`config.mk`:
```
export PLATFORM = sky130hd
export DESIGN_NAME = sprite_vector_light_shading
export DESIGN_NICKNAME = d
export VERILOG_FILES = /design/src/hw/rtl/svls_pkg.sv /design/src/hw/rtl/svls_mul.sv /design/src/hw/rtl/svls_ctrl.sv /design/src/hw/rtl/sprite_vector_light_shading.sv
export SDC_FILE = /design/constraint.sdc
export NUM_CORES = 2
export LEC_CHECK = 0
export ABC_AREA = 1
export BUFFER_PORTS_ARGS = -buffer_cell sky130_fd_sc_hd__buf_2
export CAP_MARGIN = 10
export CORE_MARGIN = 2
export CORE_UTILIZATION = 60
export DETAILED_ROUTE_END_ITERATION = 10
export GPL_TIMING_DRIVEN = 0
export HOLD_SLACK_MARGIN = 0.05
export PLACE_DENSITY = 0.78
export SLEW_MARGIN = 5
export SYNTH_ARGS = -nofsm -noshare
export SYNTH_HDL_FRONTEND = slang
export SYNTH_SLANG_ARGS = --single-unit
```
`constraint.sdc`:
```
create_clock -name clk -period 12.7 [get_ports clk]
set_input_delay 2.54 -clock clk [delete_from_list [all_inputs] [get_ports clk]]
set_output_delay 2.54 -clock clk [all_outputs]
set_load 0.01 [all_outputs]
```
`src/hw/rtl/svls_pkg.sv`:
```
// Shared types, constants and helper functions for the sprite light shading block.
package svls_pkg;

  localparam int FRAC_BITS       = 14;
  localparam int MAX_LIGHT_LIMIT = 11;
  localparam int ONE_Q           = 1 << FRAC_BITS;

  localparam int VEC_W    = 16;
  localparam int COLOR_W  = 15;
  localparam int COUNT_W  = 4;
  localparam int SUM_W    = 20;
  localparam int CFG_IDX_W  = 3;
  localparam int CFG_DATA_W = 16;

  // Sum of three 16x16 signed products.
  localparam int ACC_W   = 2 * VEC_W + 2;
  localparam int DOT_W   = ACC_W - FRAC_BITS;
  localparam int S_W     = ((DOT_W > VEC_W) ? DOT_W : VEC_W) + 1;
  // Clamped strength spans -ONE..ONE.
  localparam int SC_W    = FRAC_BITS + 2;
  localparam int MUL_A_W = (S_W > SC_W) ? S_W : SC_W;
  localparam int MUL_B_W = VEC_W + 1;
  localparam int PROD_W  = MUL_A_W + MUL_B_W;

  localparam int SUM_MAX = (1 << (SUM_W - 1)) - 1;
  localparam int SUM_MIN = -(1 << (SUM_W - 1));

  typedef enum logic [CFG_IDX_W-1:0] {
    REG_NORMAL_X      = 3'd0,
    REG_NORMAL_Y      = 3'd1,
    REG_NORMAL_Z      = 3'd2,
    REG_AMBIENT_RED   = 3'd3,
    REG_AMBIENT_GREEN = 3'd4,
    REG_AMBIENT_BLUE  = 3'd5,
    REG_AMBIENT_ALPHA = 3'd6,
    REG_MAX_LIGHTS    = 3'd7
  } reg_idx_t;

  typedef struct packed {
    logic                     has_light;
    logic signed [VEC_W-1:0]  dir_x;
    logic signed [VEC_W-1:0]  dir_y;
    logic signed [VEC_W-1:0]  dir_z;
    logic signed [VEC_W-1:0]  bias;
    logic signed [VEC_W-1:0]  lit_gain;
    logic signed [VEC_W-1:0]  dark_gain;
    logic [COLOR_W-1:0]       light_red;
    logic [COLOR_W-1:0]       light_green;
    logic [COLOR_W-1:0]       light_blue;
    logic                     uses_ambient;
    logic                     last_light;
  } light_t;

  typedef struct packed {
    logic [7:0] red_byte;
    logic [7:0] green_byte;
    logic [7:0] blue_byte;
    logic [7:0] alpha_byte;
  } pixel_t;

  typedef enum logic [3:0] {
    ST_IDLE,
    ST_DOT0,
    ST_DOT1,
    ST_DOT2,
    ST_DSUM,
    ST_GAIN,
    ST_CLAMP,
    ST_COL0,
    ST_COL1,
    ST_COL2,
    ST_CACC,
    ST_FIN
  } state_t;

  typedef enum logic [2:0] {
    MS_DX,
    MS_DY,
    MS_DZ,
    MS_GAIN,
    MS_RED,
    MS_GREEN,
    MS_BLUE
  } mul_sel_t;

  typedef struct packed {
    logic     busy;
    mul_sel_t mul_sel;
    logic     acc_load;
    logic     acc_add;
    logic     s_load;
    logic     ch_add;
    logic [1:0] ch_idx;
    logic     finish;
  } ctrl_t;

  function automatic logic signed [SUM_W-1:0] sat_add(
    input logic signed [SUM_W-1:0] a,
    input logic signed [SUM_W-1:0] b
  );
    logic signed [SUM_W:0] t;
    t = (SUM_W+1)'(a) + (SUM_W+1)'(b);
    if (t > SUM_MAX) begin
      return SUM_W'(SUM_MAX);
    end else if (t < SUM_MIN) begin
      return SUM_W'(SUM_MIN);
    end
    return t[SUM_W-1:0];
  endfunction

  function automatic logic [FRAC_BITS:0] clamp_one(input logic signed [SUM_W:0] v);
    if (v < 0) begin
      return '0;
    end else if (v > ONE_Q) begin
      return (FRAC_BITS+1)'(ONE_Q);
    end
    return v[FRAC_BITS:0];
  endfunction

  // floor(255 * v / ONE) with 255 * v done as a shift and subtract.
  function automatic logic [7:0] to_byte(input logic [FRAC_BITS:0] v);
    logic [FRAC_BITS+8:0] t;
    t = {v, 8'b0} - (FRAC_BITS+9)'(v);
    return t[FRAC_BITS+7:FRAC_BITS];
  endfunction

endpackage

```
`src/hw/rtl/svls_mul.sv`:
```
// Shared signed multiplier with a registered product.
module svls_mul
  import svls_pkg::*;
(
  input  logic                       clk,
  input  logic signed [MUL_A_W-1:0]  a,
  input  logic signed [MUL_B_W-1:0]  b,
  output logic signed [PROD_W-1:0]   p
);

  always_ff @(posedge clk) begin
    p <= PROD_W'(a) * PROD_W'(b);
  end

endmodule

```
`src/hw/rtl/svls_ctrl.sv`:
```
// Sequencer that steps one light through the shared multiplier.
module svls_ctrl
  import svls_pkg::*;
(
  input  logic  clk,
  input  logic  rst,
  input  logic  start,
  input  logic  take,
  input  logic  start_last,
  input  logic  item_last,
  input  logic  out_free,
  output ctrl_t ctrl
);

  state_t state, state_next;

  always_ff @(posedge clk) begin
    if (rst) begin
      state <= ST_IDLE;
    end else begin
      state <= state_next;
    end
  end

  always_comb begin
    state_next = state;
    unique case (state)
      ST_IDLE: begin
        if (start) begin
          if (take) begin
            state_next = ST_DOT0;
          end else if (start_last) begin
            state_next = ST_FIN;
          end
        end
      end
      ST_DOT0:  state_next = ST_DOT1;
      ST_DOT1:  state_next = ST_DOT2;
      ST_DOT2:  state_next = ST_DSUM;
      ST_DSUM:  state_next = ST_GAIN;
      ST_GAIN:  state_next = ST_CLAMP;
      ST_CLAMP: state_next = ST_COL0;
      ST_COL0:  state_next = ST_COL1;
      ST_COL1:  state_next = ST_COL2;
      ST_COL2:  state_next = ST_CACC;
      ST_CACC:  state_next = item_last ? ST_FIN : ST_IDLE;
      ST_FIN: begin
        if (out_free) begin
          state_next = ST_IDLE;
        end
      end
      default:  state_next = ST_IDLE;
    endcase
  end

  always_comb begin
    ctrl          = '0;
    ctrl.busy     = (state != ST_IDLE);
    ctrl.mul_sel  = MS_DX;
    unique case (state)
      ST_IDLE:  ;
      ST_DOT0:  ctrl.mul_sel = MS_DX;
      ST_DOT1: begin
        ctrl.mul_sel  = MS_DY;
        ctrl.acc_load = 1'b1;
      end
      ST_DOT2: begin
        ctrl.mul_sel = MS_DZ;
        ctrl.acc_add = 1'b1;
      end
      ST_DSUM:  ctrl.acc_add = 1'b1;
      ST_GAIN:  ctrl.mul_sel = MS_GAIN;
      ST_CLAMP: ctrl.s_load = 1'b1;
      ST_COL0:  ctrl.mul_sel = MS_RED;
      ST_COL1: begin
        ctrl.mul_sel = MS_GREEN;
        ctrl.ch_add  = 1'b1;
        ctrl.ch_idx  = 2'd0;
      end
      ST_COL2: begin
        ctrl.mul_sel = MS_BLUE;
        ctrl.ch_add  = 1'b1;
        ctrl.ch_idx  = 2'd1;
      end
      ST_CACC: begin
        ctrl.ch_add = 1'b1;
        ctrl.ch_idx = 2'd2;
      end
      ST_FIN:   ctrl.finish = out_free;
      default:  ;
    endcase
  end

endmodule

```
`src/hw/rtl/sprite_vector_light_shading.sv`:
```
// Top level of the sprite light shading block: registers, datapath and handshakes.
//
//  channel  | direction | handshake          | payload
//  ---------+-----------+--------------------+------------------------------
//  light    | in        | light_valid/stall  | light_t, one light per beat
//  pixel    | out       | pixel_valid/stall  | pixel_t, one RGBA beat/sprite
//  cfg      | in        | cfg_valid/ready    | cfg_index, cfg_data
//
//  A light that is taken occupies the block from its accept cycle through the
//  sequencer steps DOT0 to CACC, which make seven passes through the one shared
//  multiplier (three dot terms, the gain, three color terms). An ignored or
//  empty beat is taken in the idle state and starts no steps. A last_light beat
//  adds a FIN step that loads the output register once it holds no untaken beat.
//  Reset clears the sums, the light count, the sequencer and the output valid,
//  and loads the register reset values. light_stall is high while busy.
module sprite_vector_light_shading
  import svls_pkg::*;
(
  input  logic                   clk,
  input  logic                   rst,
  input  logic                   light_valid,
  output logic                   light_stall,
  input  light_t                 light,
  output logic                   pixel_valid,
  input  logic                   pixel_stall,
  output pixel_t                 pixel,
  input  logic                   cfg_valid,
  output logic                   cfg_ready,
  input  logic [CFG_IDX_W-1:0]   cfg_index,
  input  logic [CFG_DATA_W-1:0]  cfg_data
);

  // Configuration registers.
  logic signed [VEC_W-1:0] normal_x, normal_y, normal_z;
  logic [COLOR_W-1:0]      ambient_red, ambient_green, ambient_blue, ambient_alpha;
  logic [COUNT_W-1:0]      max_lights;

  // Working state.
  light_t                   item;
  logic signed [ACC_W-1:0]  acc;
  logic signed [SC_W-1:0]   strength;
  logic signed [SUM_W-1:0]  ambient_sum [3];
  logic signed [SUM_W-1:0]  extra_sum [3];
  logic [COUNT_W-1:0]       lights_taken;

  ctrl_t                    ctrl;
  logic                     start, take, out_free;
  logic [COUNT_W-1:0]       limit;
  logic signed [MUL_A_W-1:0] mul_a;
  logic signed [MUL_B_W-1:0] mul_b;
  logic signed [PROD_W-1:0]  prod;
  logic signed [S_W-1:0]     s_full;
  logic signed [PROD_W-1:0]  gained;
  logic signed [SUM_W-1:0]   contrib;
  pixel_t                    pixel_next;

  assign cfg_ready   = 1'b1;
  assign light_stall = ctrl.busy;
  assign start       = light_valid && !ctrl.busy;
  assign out_free    = !pixel_valid || !pixel_stall;

  // A limit above the supported count acts as that count; zero means no limit.
  assign limit = (max_lights > COUNT_W'(MAX_LIGHT_LIMIT)) ? COUNT_W'(MAX_LIGHT_LIMIT)
                                                          : max_lights;
  assign take  = light.has_light && ((limit == '0) || (lights_taken < limit));

  always_ff @(posedge clk) begin
    if (rst) begin
      normal_x      <= '0;
      normal_y      <= '0;
      normal_z      <= VEC_W'(ONE_Q);
      ambient_red   <= '0;
      ambient_green <= '0;
      ambient_blue  <= '0;
      ambient_alpha <= COLOR_W'(ONE_Q);
      max_lights    <= COUNT_W'(5);
    end else if (cfg_valid && cfg_ready) begin
      unique case (reg_idx_t'(cfg_index))
        REG_NORMAL_X:      normal_x      <= cfg_data;
        REG_NORMAL_Y:      normal_y      <= cfg_data;
        REG_NORMAL_Z:      normal_z      <= cfg_data;
        REG_AMBIENT_RED:   ambient_red   <= cfg_data[COLOR_W-1:0];
        REG_AMBIENT_GREEN: ambient_green <= cfg_data[COLOR_W-1:0];
        REG_AMBIENT_BLUE:  ambient_blue  <= cfg_data[COLOR_W-1:0];
        REG_AMBIENT_ALPHA: ambient_alpha <= cfg_data[COLOR_W-1:0];
        REG_MAX_LIGHTS:    max_lights    <= cfg_data[COUNT_W-1:0];
        default: ;
      endcase
    end
  end

  svls_ctrl u_ctrl (
    .clk        (clk),
    .rst        (rst),
    .start      (start),
    .take       (take),
    .start_last (light.last_light),
    .item_last  (item.last_light),
    .out_free   (out_free),
    .ctrl       (ctrl)
  );

  // Strength before gain: floor of the dot product plus the bias.
  assign s_full = S_W'(acc >>> FRAC_BITS) + S_W'(item.bias);

  // Operand steering for the shared multiplier.
  always_comb begin
    mul_a = MUL_A_W'(strength);
    mul_b = MUL_B_W'(item.light_red);
    unique case (ctrl.mul_sel)
      MS_DX: begin
        mul_a = MUL_A_W'(item.dir_x);
        mul_b = MUL_B_W'(normal_x);
      end
      MS_DY: begin
        mul_a = MUL_A_W'(item.dir_y);
        mul_b = MUL_B_W'(normal_y);
      end
      MS_DZ: begin
        mul_a = MUL_A_W'(item.dir_z);
        mul_b = MUL_B_W'(normal_z);
      end
      MS_GAIN: begin
        mul_a = MUL_A_W'(s_full);
        // Positive strength takes the lit-side gain, the rest the dark-side gain.
        mul_b = (s_full > 0) ? MUL_B_W'(item.lit_gain) : MUL_B_W'(item.dark_gain);
      end
      MS_RED:   mul_b = $signed(MUL_B_W'(item.light_red));
      MS_GREEN: mul_b = $signed(MUL_B_W'(item.light_green));
      MS_BLUE:  mul_b = $signed(MUL_B_W'(item.light_blue));
      default: ;
    endcase
  end

  svls_mul u_mul (
    .clk (clk),
    .a   (mul_a),
    .b   (mul_b),
    .p   (prod)
  );

  // Arithmetic shifts give the floor toward minus infinity.
  assign gained  = prod >>> FRAC_BITS;
  assign contrib = SUM_W'(prod >>> FRAC_BITS);

  always_ff @(posedge clk) begin
    if (start) begin
      item <= light;
    end
    if (ctrl.acc_load) begin
      acc <= ACC_W'(prod);
    end else if (ctrl.acc_add) begin
      acc <= acc + ACC_W'(prod);
    end
    if (ctrl.s_load) begin
      // Clamp the gained strength to [-1, 1].
      if (gained > PROD_W'(ONE_Q)) begin
        strength <= SC_W'(ONE_Q);
      end else if (gained < -PROD_W'(ONE_Q)) begin
        strength <= -SC_W'(ONE_Q);
      end else begin
        strength <= SC_W'(gained);
      end
    end
  end

  // Sums and light count.
  always_ff @(posedge clk) begin
    if (rst || ctrl.finish) begin
      for (int i = 0; i < 3; i++) begin
        ambient_sum[i] <= '0;
        extra_sum[i]   <= '0;
      end
      lights_taken <= '0;
    end else begin
      if (start && take && (lights_taken != '1)) begin
        lights_taken <= lights_taken + COUNT_W'(1);
      end
      if (ctrl.ch_add) begin
        if (item.uses_ambient) begin
          ambient_sum[ctrl.ch_idx] <= sat_add(ambient_sum[ctrl.ch_idx], contrib);
        end else begin
          extra_sum[ctrl.ch_idx] <= sat_add(extra_sum[ctrl.ch_idx], contrib);
        end
      end
    end
  end

  // Final color: max(sum, ambient) plus extra, clamped to [0, 1], to a byte.
  always_comb begin
    logic signed [SUM_W-1:0] amb  [3];
    logic signed [SUM_W-1:0] base [3];
    logic [7:0]              chan [3];
    amb[0] = $signed(SUM_W'(ambient_red));
    amb[1] = $signed(SUM_W'(ambient_green));
    amb[2] = $signed(SUM_W'(ambient_blue));
    for (int i = 0; i < 3; i++) begin
      base[i] = (ambient_sum[i] > amb[i]) ? ambient_sum[i] : amb[i];
      chan[i] = to_byte(clamp_one((SUM_W+1)'(base[i]) + (SUM_W+1)'(extra_sum[i])));
    end
    pixel_next.red_byte   = chan[0];
    pixel_next.green_byte = chan[1];
    pixel_next.blue_byte  = chan[2];
    pixel_next.alpha_byte = to_byte(clamp_one($signed((SUM_W+1)'(ambient_alpha))));
  end

  // Output register: hold the beat until the far side takes it.
  always_ff @(posedge clk) begin
    if (rst) begin
      pixel_valid <= 1'b0;
    end else if (ctrl.finish) begin
      pixel_valid <= 1'b1;
    end else if (!pixel_stall) begin
      pixel_valid <= 1'b0;
    end
  end

  always_ff @(posedge clk) begin
    if (ctrl.finish) begin
      pixel <= pixel_next;
    end
  end

endmodule

```
==> metrics.txt <==
Finished Layout Cells=~7k; first-pass GRT wire length=223,000 um; GRT Overall Usage=0.379; Root Driver=clkbuf_16; post-synth cell types=67; Cell Area, Synth=about 0.045 mm2; fmax=104 MHz; slowest CP cell=fa_1; Hold Vio Cnt, Final=0; WL met2=a little under 70,000 um; most frequently used flop master after synthesis=edfxtp_1; Max Buffers Root-to-Sink=3; clk_skew=roughly 66 ps; FILL cells=roughly 6.3k; HPWL after detailed placement=119,000 um; Initial Utilization=0.606; core area=between 0.07 and 0.08 mm2; yosys warns=0; # setup viols final=0; period utilisation layout=0.760; crit-path max cell delay=about 860 ps; CTS Buf Count=56; Die Area=roughly 0.077 mm2; post-route ant nets=0; Layout area overhead=9.68%; critical path arrival=approximately 10,000 ps; number of global-route vias before repair=40.1k; First-pass DRT Iterations=6; RSZ-0062 raised after global routing=no; CTS tree=done; post-CTS setup buffers=0; hold path depth=2; CTS Hold Bufs=0; number of synthesized flops with an enable pin=345; Met3 Wirelength=13,500 um; # IOs=203; outcome=complete, no violations; mux share of post-synthesis cell area=0; vias per cell=5.87; met1 wire length=around 52,000 um; Top cell by count, worst path=fa_1; fraction of registers with async set/reset=0; CP Max Fanout=10; xor and xnor area share after synthesis=0.0250; maximum capacitance violations=0; simple-gate share of the synthesized area=0.218; Slew Viols, Final=0; multi-input logic area=0.0272 mm2; Reg2Reg Depth=39; register area=around 0.014 mm2; top cells by area, synth=edfxtp_1 23%, fa_1 16%, ha_1 8.9%, nand2_1 8.2%, inv_1 7.8%; CP Capture Type=flip-flop; fin nets=6,730; GRT overflow=0; Final GP Congestion=1.03; largest net degree at the start of global routing=35; area leader, netlist=edfxtp_1; CTS sink count=504; share of the synthesized area in the top cell type=0.230; Cells after DPL=6,788; register area share after synthesis=0.300; Worst setup SP type=flip-flop; vias after detailed routing=around 41k; htree depth=2; worst path required time=13,160 ps; critical path class=flip-flop to flip-flop; Worst Tran Pin Value=roughly 1000 ps; Synth Area in Adders=0.251; post-CTS sizing=0; row count=100; Routed WL=roughly 150,000 um; clk slew on worst S/H paths=around 60 ps; top sig layer=met4; share of cells above drive strength 1=0.0806; PortBufs=200; Finished Core Util=0.664; Routed wire per std cell=around 21 um; Die Y=around 280 um; Cell Area, Placed=between 0.04 and 0.05 mm2; Period minus WS final=9650 ps; residual DRC count=0; Starting DRT DRC Count=~4.1k; Die Wd=around 280 um; number of synthesized register bits=around 500; setup TNS=0 ps; Post-Syn Area per Cell=between 8 and 9 um2; initial antenna violation count=9; Slew Limit Headroom=0.303; Post-Layout Inst Area=just under 0.05 mm2; largest family of logic cells by synthesized area=adder cells; Mapped Cells=between 5k and 6k; HP Class=flip-flop to flip-flop; clk_lat worst skew=670 ps; complex-gate fraction of the synthesized area=0.109
[path summary, 6_finish.rpt]
| kind | slack (ps) | endpoint | start |
|---|---|---|---|
| setup / recovery | 3050 | u_mul.p[37] | acc[14] |
| hold / removal | 470 | normal_z[14] | normal_z[14] |
| setup reg to reg | 3050 | u_mul.p[37] | acc[14] |
| hold reg to reg | 470 | normal_z[14] | normal_z[14] |
[registers in the layout, indices dropped and copies added (netlist names)]
register / cells
item: 143
ambient_sum: 60
extra_sum: 60
u_mul.p: 38
acc: 34
pixel: 32
normal_x: 16
normal_y: 16
normal_z: 16
strength: 16
ambient_alpha: 15
ambient_blue: 15
ambient_green: 15
ambient_red: 15
lights_taken: 4
max_lights: 4
u_ctrl.state: 4
pixel_valid: 1
[metrics by stage]
step | setup WS [ps] | hold slack, ps
after floorplan | 2270 | 429
after global placement | -1630 | 444
after detailed placement | 3290 | 451
after CTS | 3260 | 467
after global routing | 2660 | 483
final | 3050 | 473
[worst max-delay path, delay by kind of cell, from the launching register on]
kind,cells,cell delay (ps)
and+or+nand+nor,19,2550
DFF,1,530
xor gates and xnor gates,1,90
buffers and inverters,7,850
adders and majority gates,9,4820
AOI/OAI and AO/OA,3,620
[routing by layer]
layer,vias to the layer above,track usage
met5,-,0
met4,0,0.287
met3,583,0.0687
met2,2043,0.630
met1,19100,0.438
li1,18782,-
[layout make-up]
type	count	share of cell area
inverter	964	0.0732
tap	969	0.0245
antenna	12	0.000607
clock inverter	30	0.00749
sequential	504	0.274
timing repair buffer	208	0.0235
multi-input combinational	3984	0.550
buffer	159	0.0155
clock buffer	72	0.0314
[placed cells by master, fill, tap and decap left out, types with 22 or more instances in the layout]
| cell | instances |
|---|---|
| nand2_1 | 982 |
| o22ai_1 | 40 |
| nor3_1 | 44 |
| nand3_1 | 326 |
| inv_1 | 940 |
| dfxtp_1 | 159 |
| o21ai_0 | 246 |
| o21bai_1 | 26 |
| or2_2 | 29 |
| nor2_1 | 703 |
| a21oi_1 | 405 |
| nor4_1 | 25 |
| clkbuf_1 | 107 |
| edfxtp_1 | 345 |
| fa_1 | 363 |
| clkbuf_16 | 57 |
| nand3b_1 | 44 |
| xor2_1 | 68 |
| a221oi_1 | 22 |
| nand4_1 | 73 |
| ha_1 | 322 |
| buf_2 | 225 |
| xnor2_1 | 57 |
[logic make-up (layout without fill, tap and decap cells)]
family                     Yosys count  count (layout)
AOI/OAI and AO/OA                  874             874
other                                2              16
DFF                                504             504
buffers and inverters             1123            1433
xor gates and xnor gates           127             127
adders and majority gates          685             685
and+or+nand+nor                   2294            2294
[synth_stat cells (18+ instances only)]
cell type,number
xor2_1,68
nand3_1,326
a221oi_1,22
dfxtp_1,159
nand2_1,982
o21bai_1,26
edfxtp_1,345
nand4_1,73
xnor2_1,57
o22ai_1,41
nand3b_1,44
fa_1,363
nor4_1,25
or2_2,29
nand2_2,20
ha_1,322
a21oi_1,405
nor3_1,44
a21o_1,18
o21ai_0,246
buf_2,25
inv_1,940
nor2_2,21
clkbuf_1,99
nor2_1,705
Power is left out: the tool's default activity adds up to more than one toggle a clock period on the data nets, which glitch-free logic cannot reach.
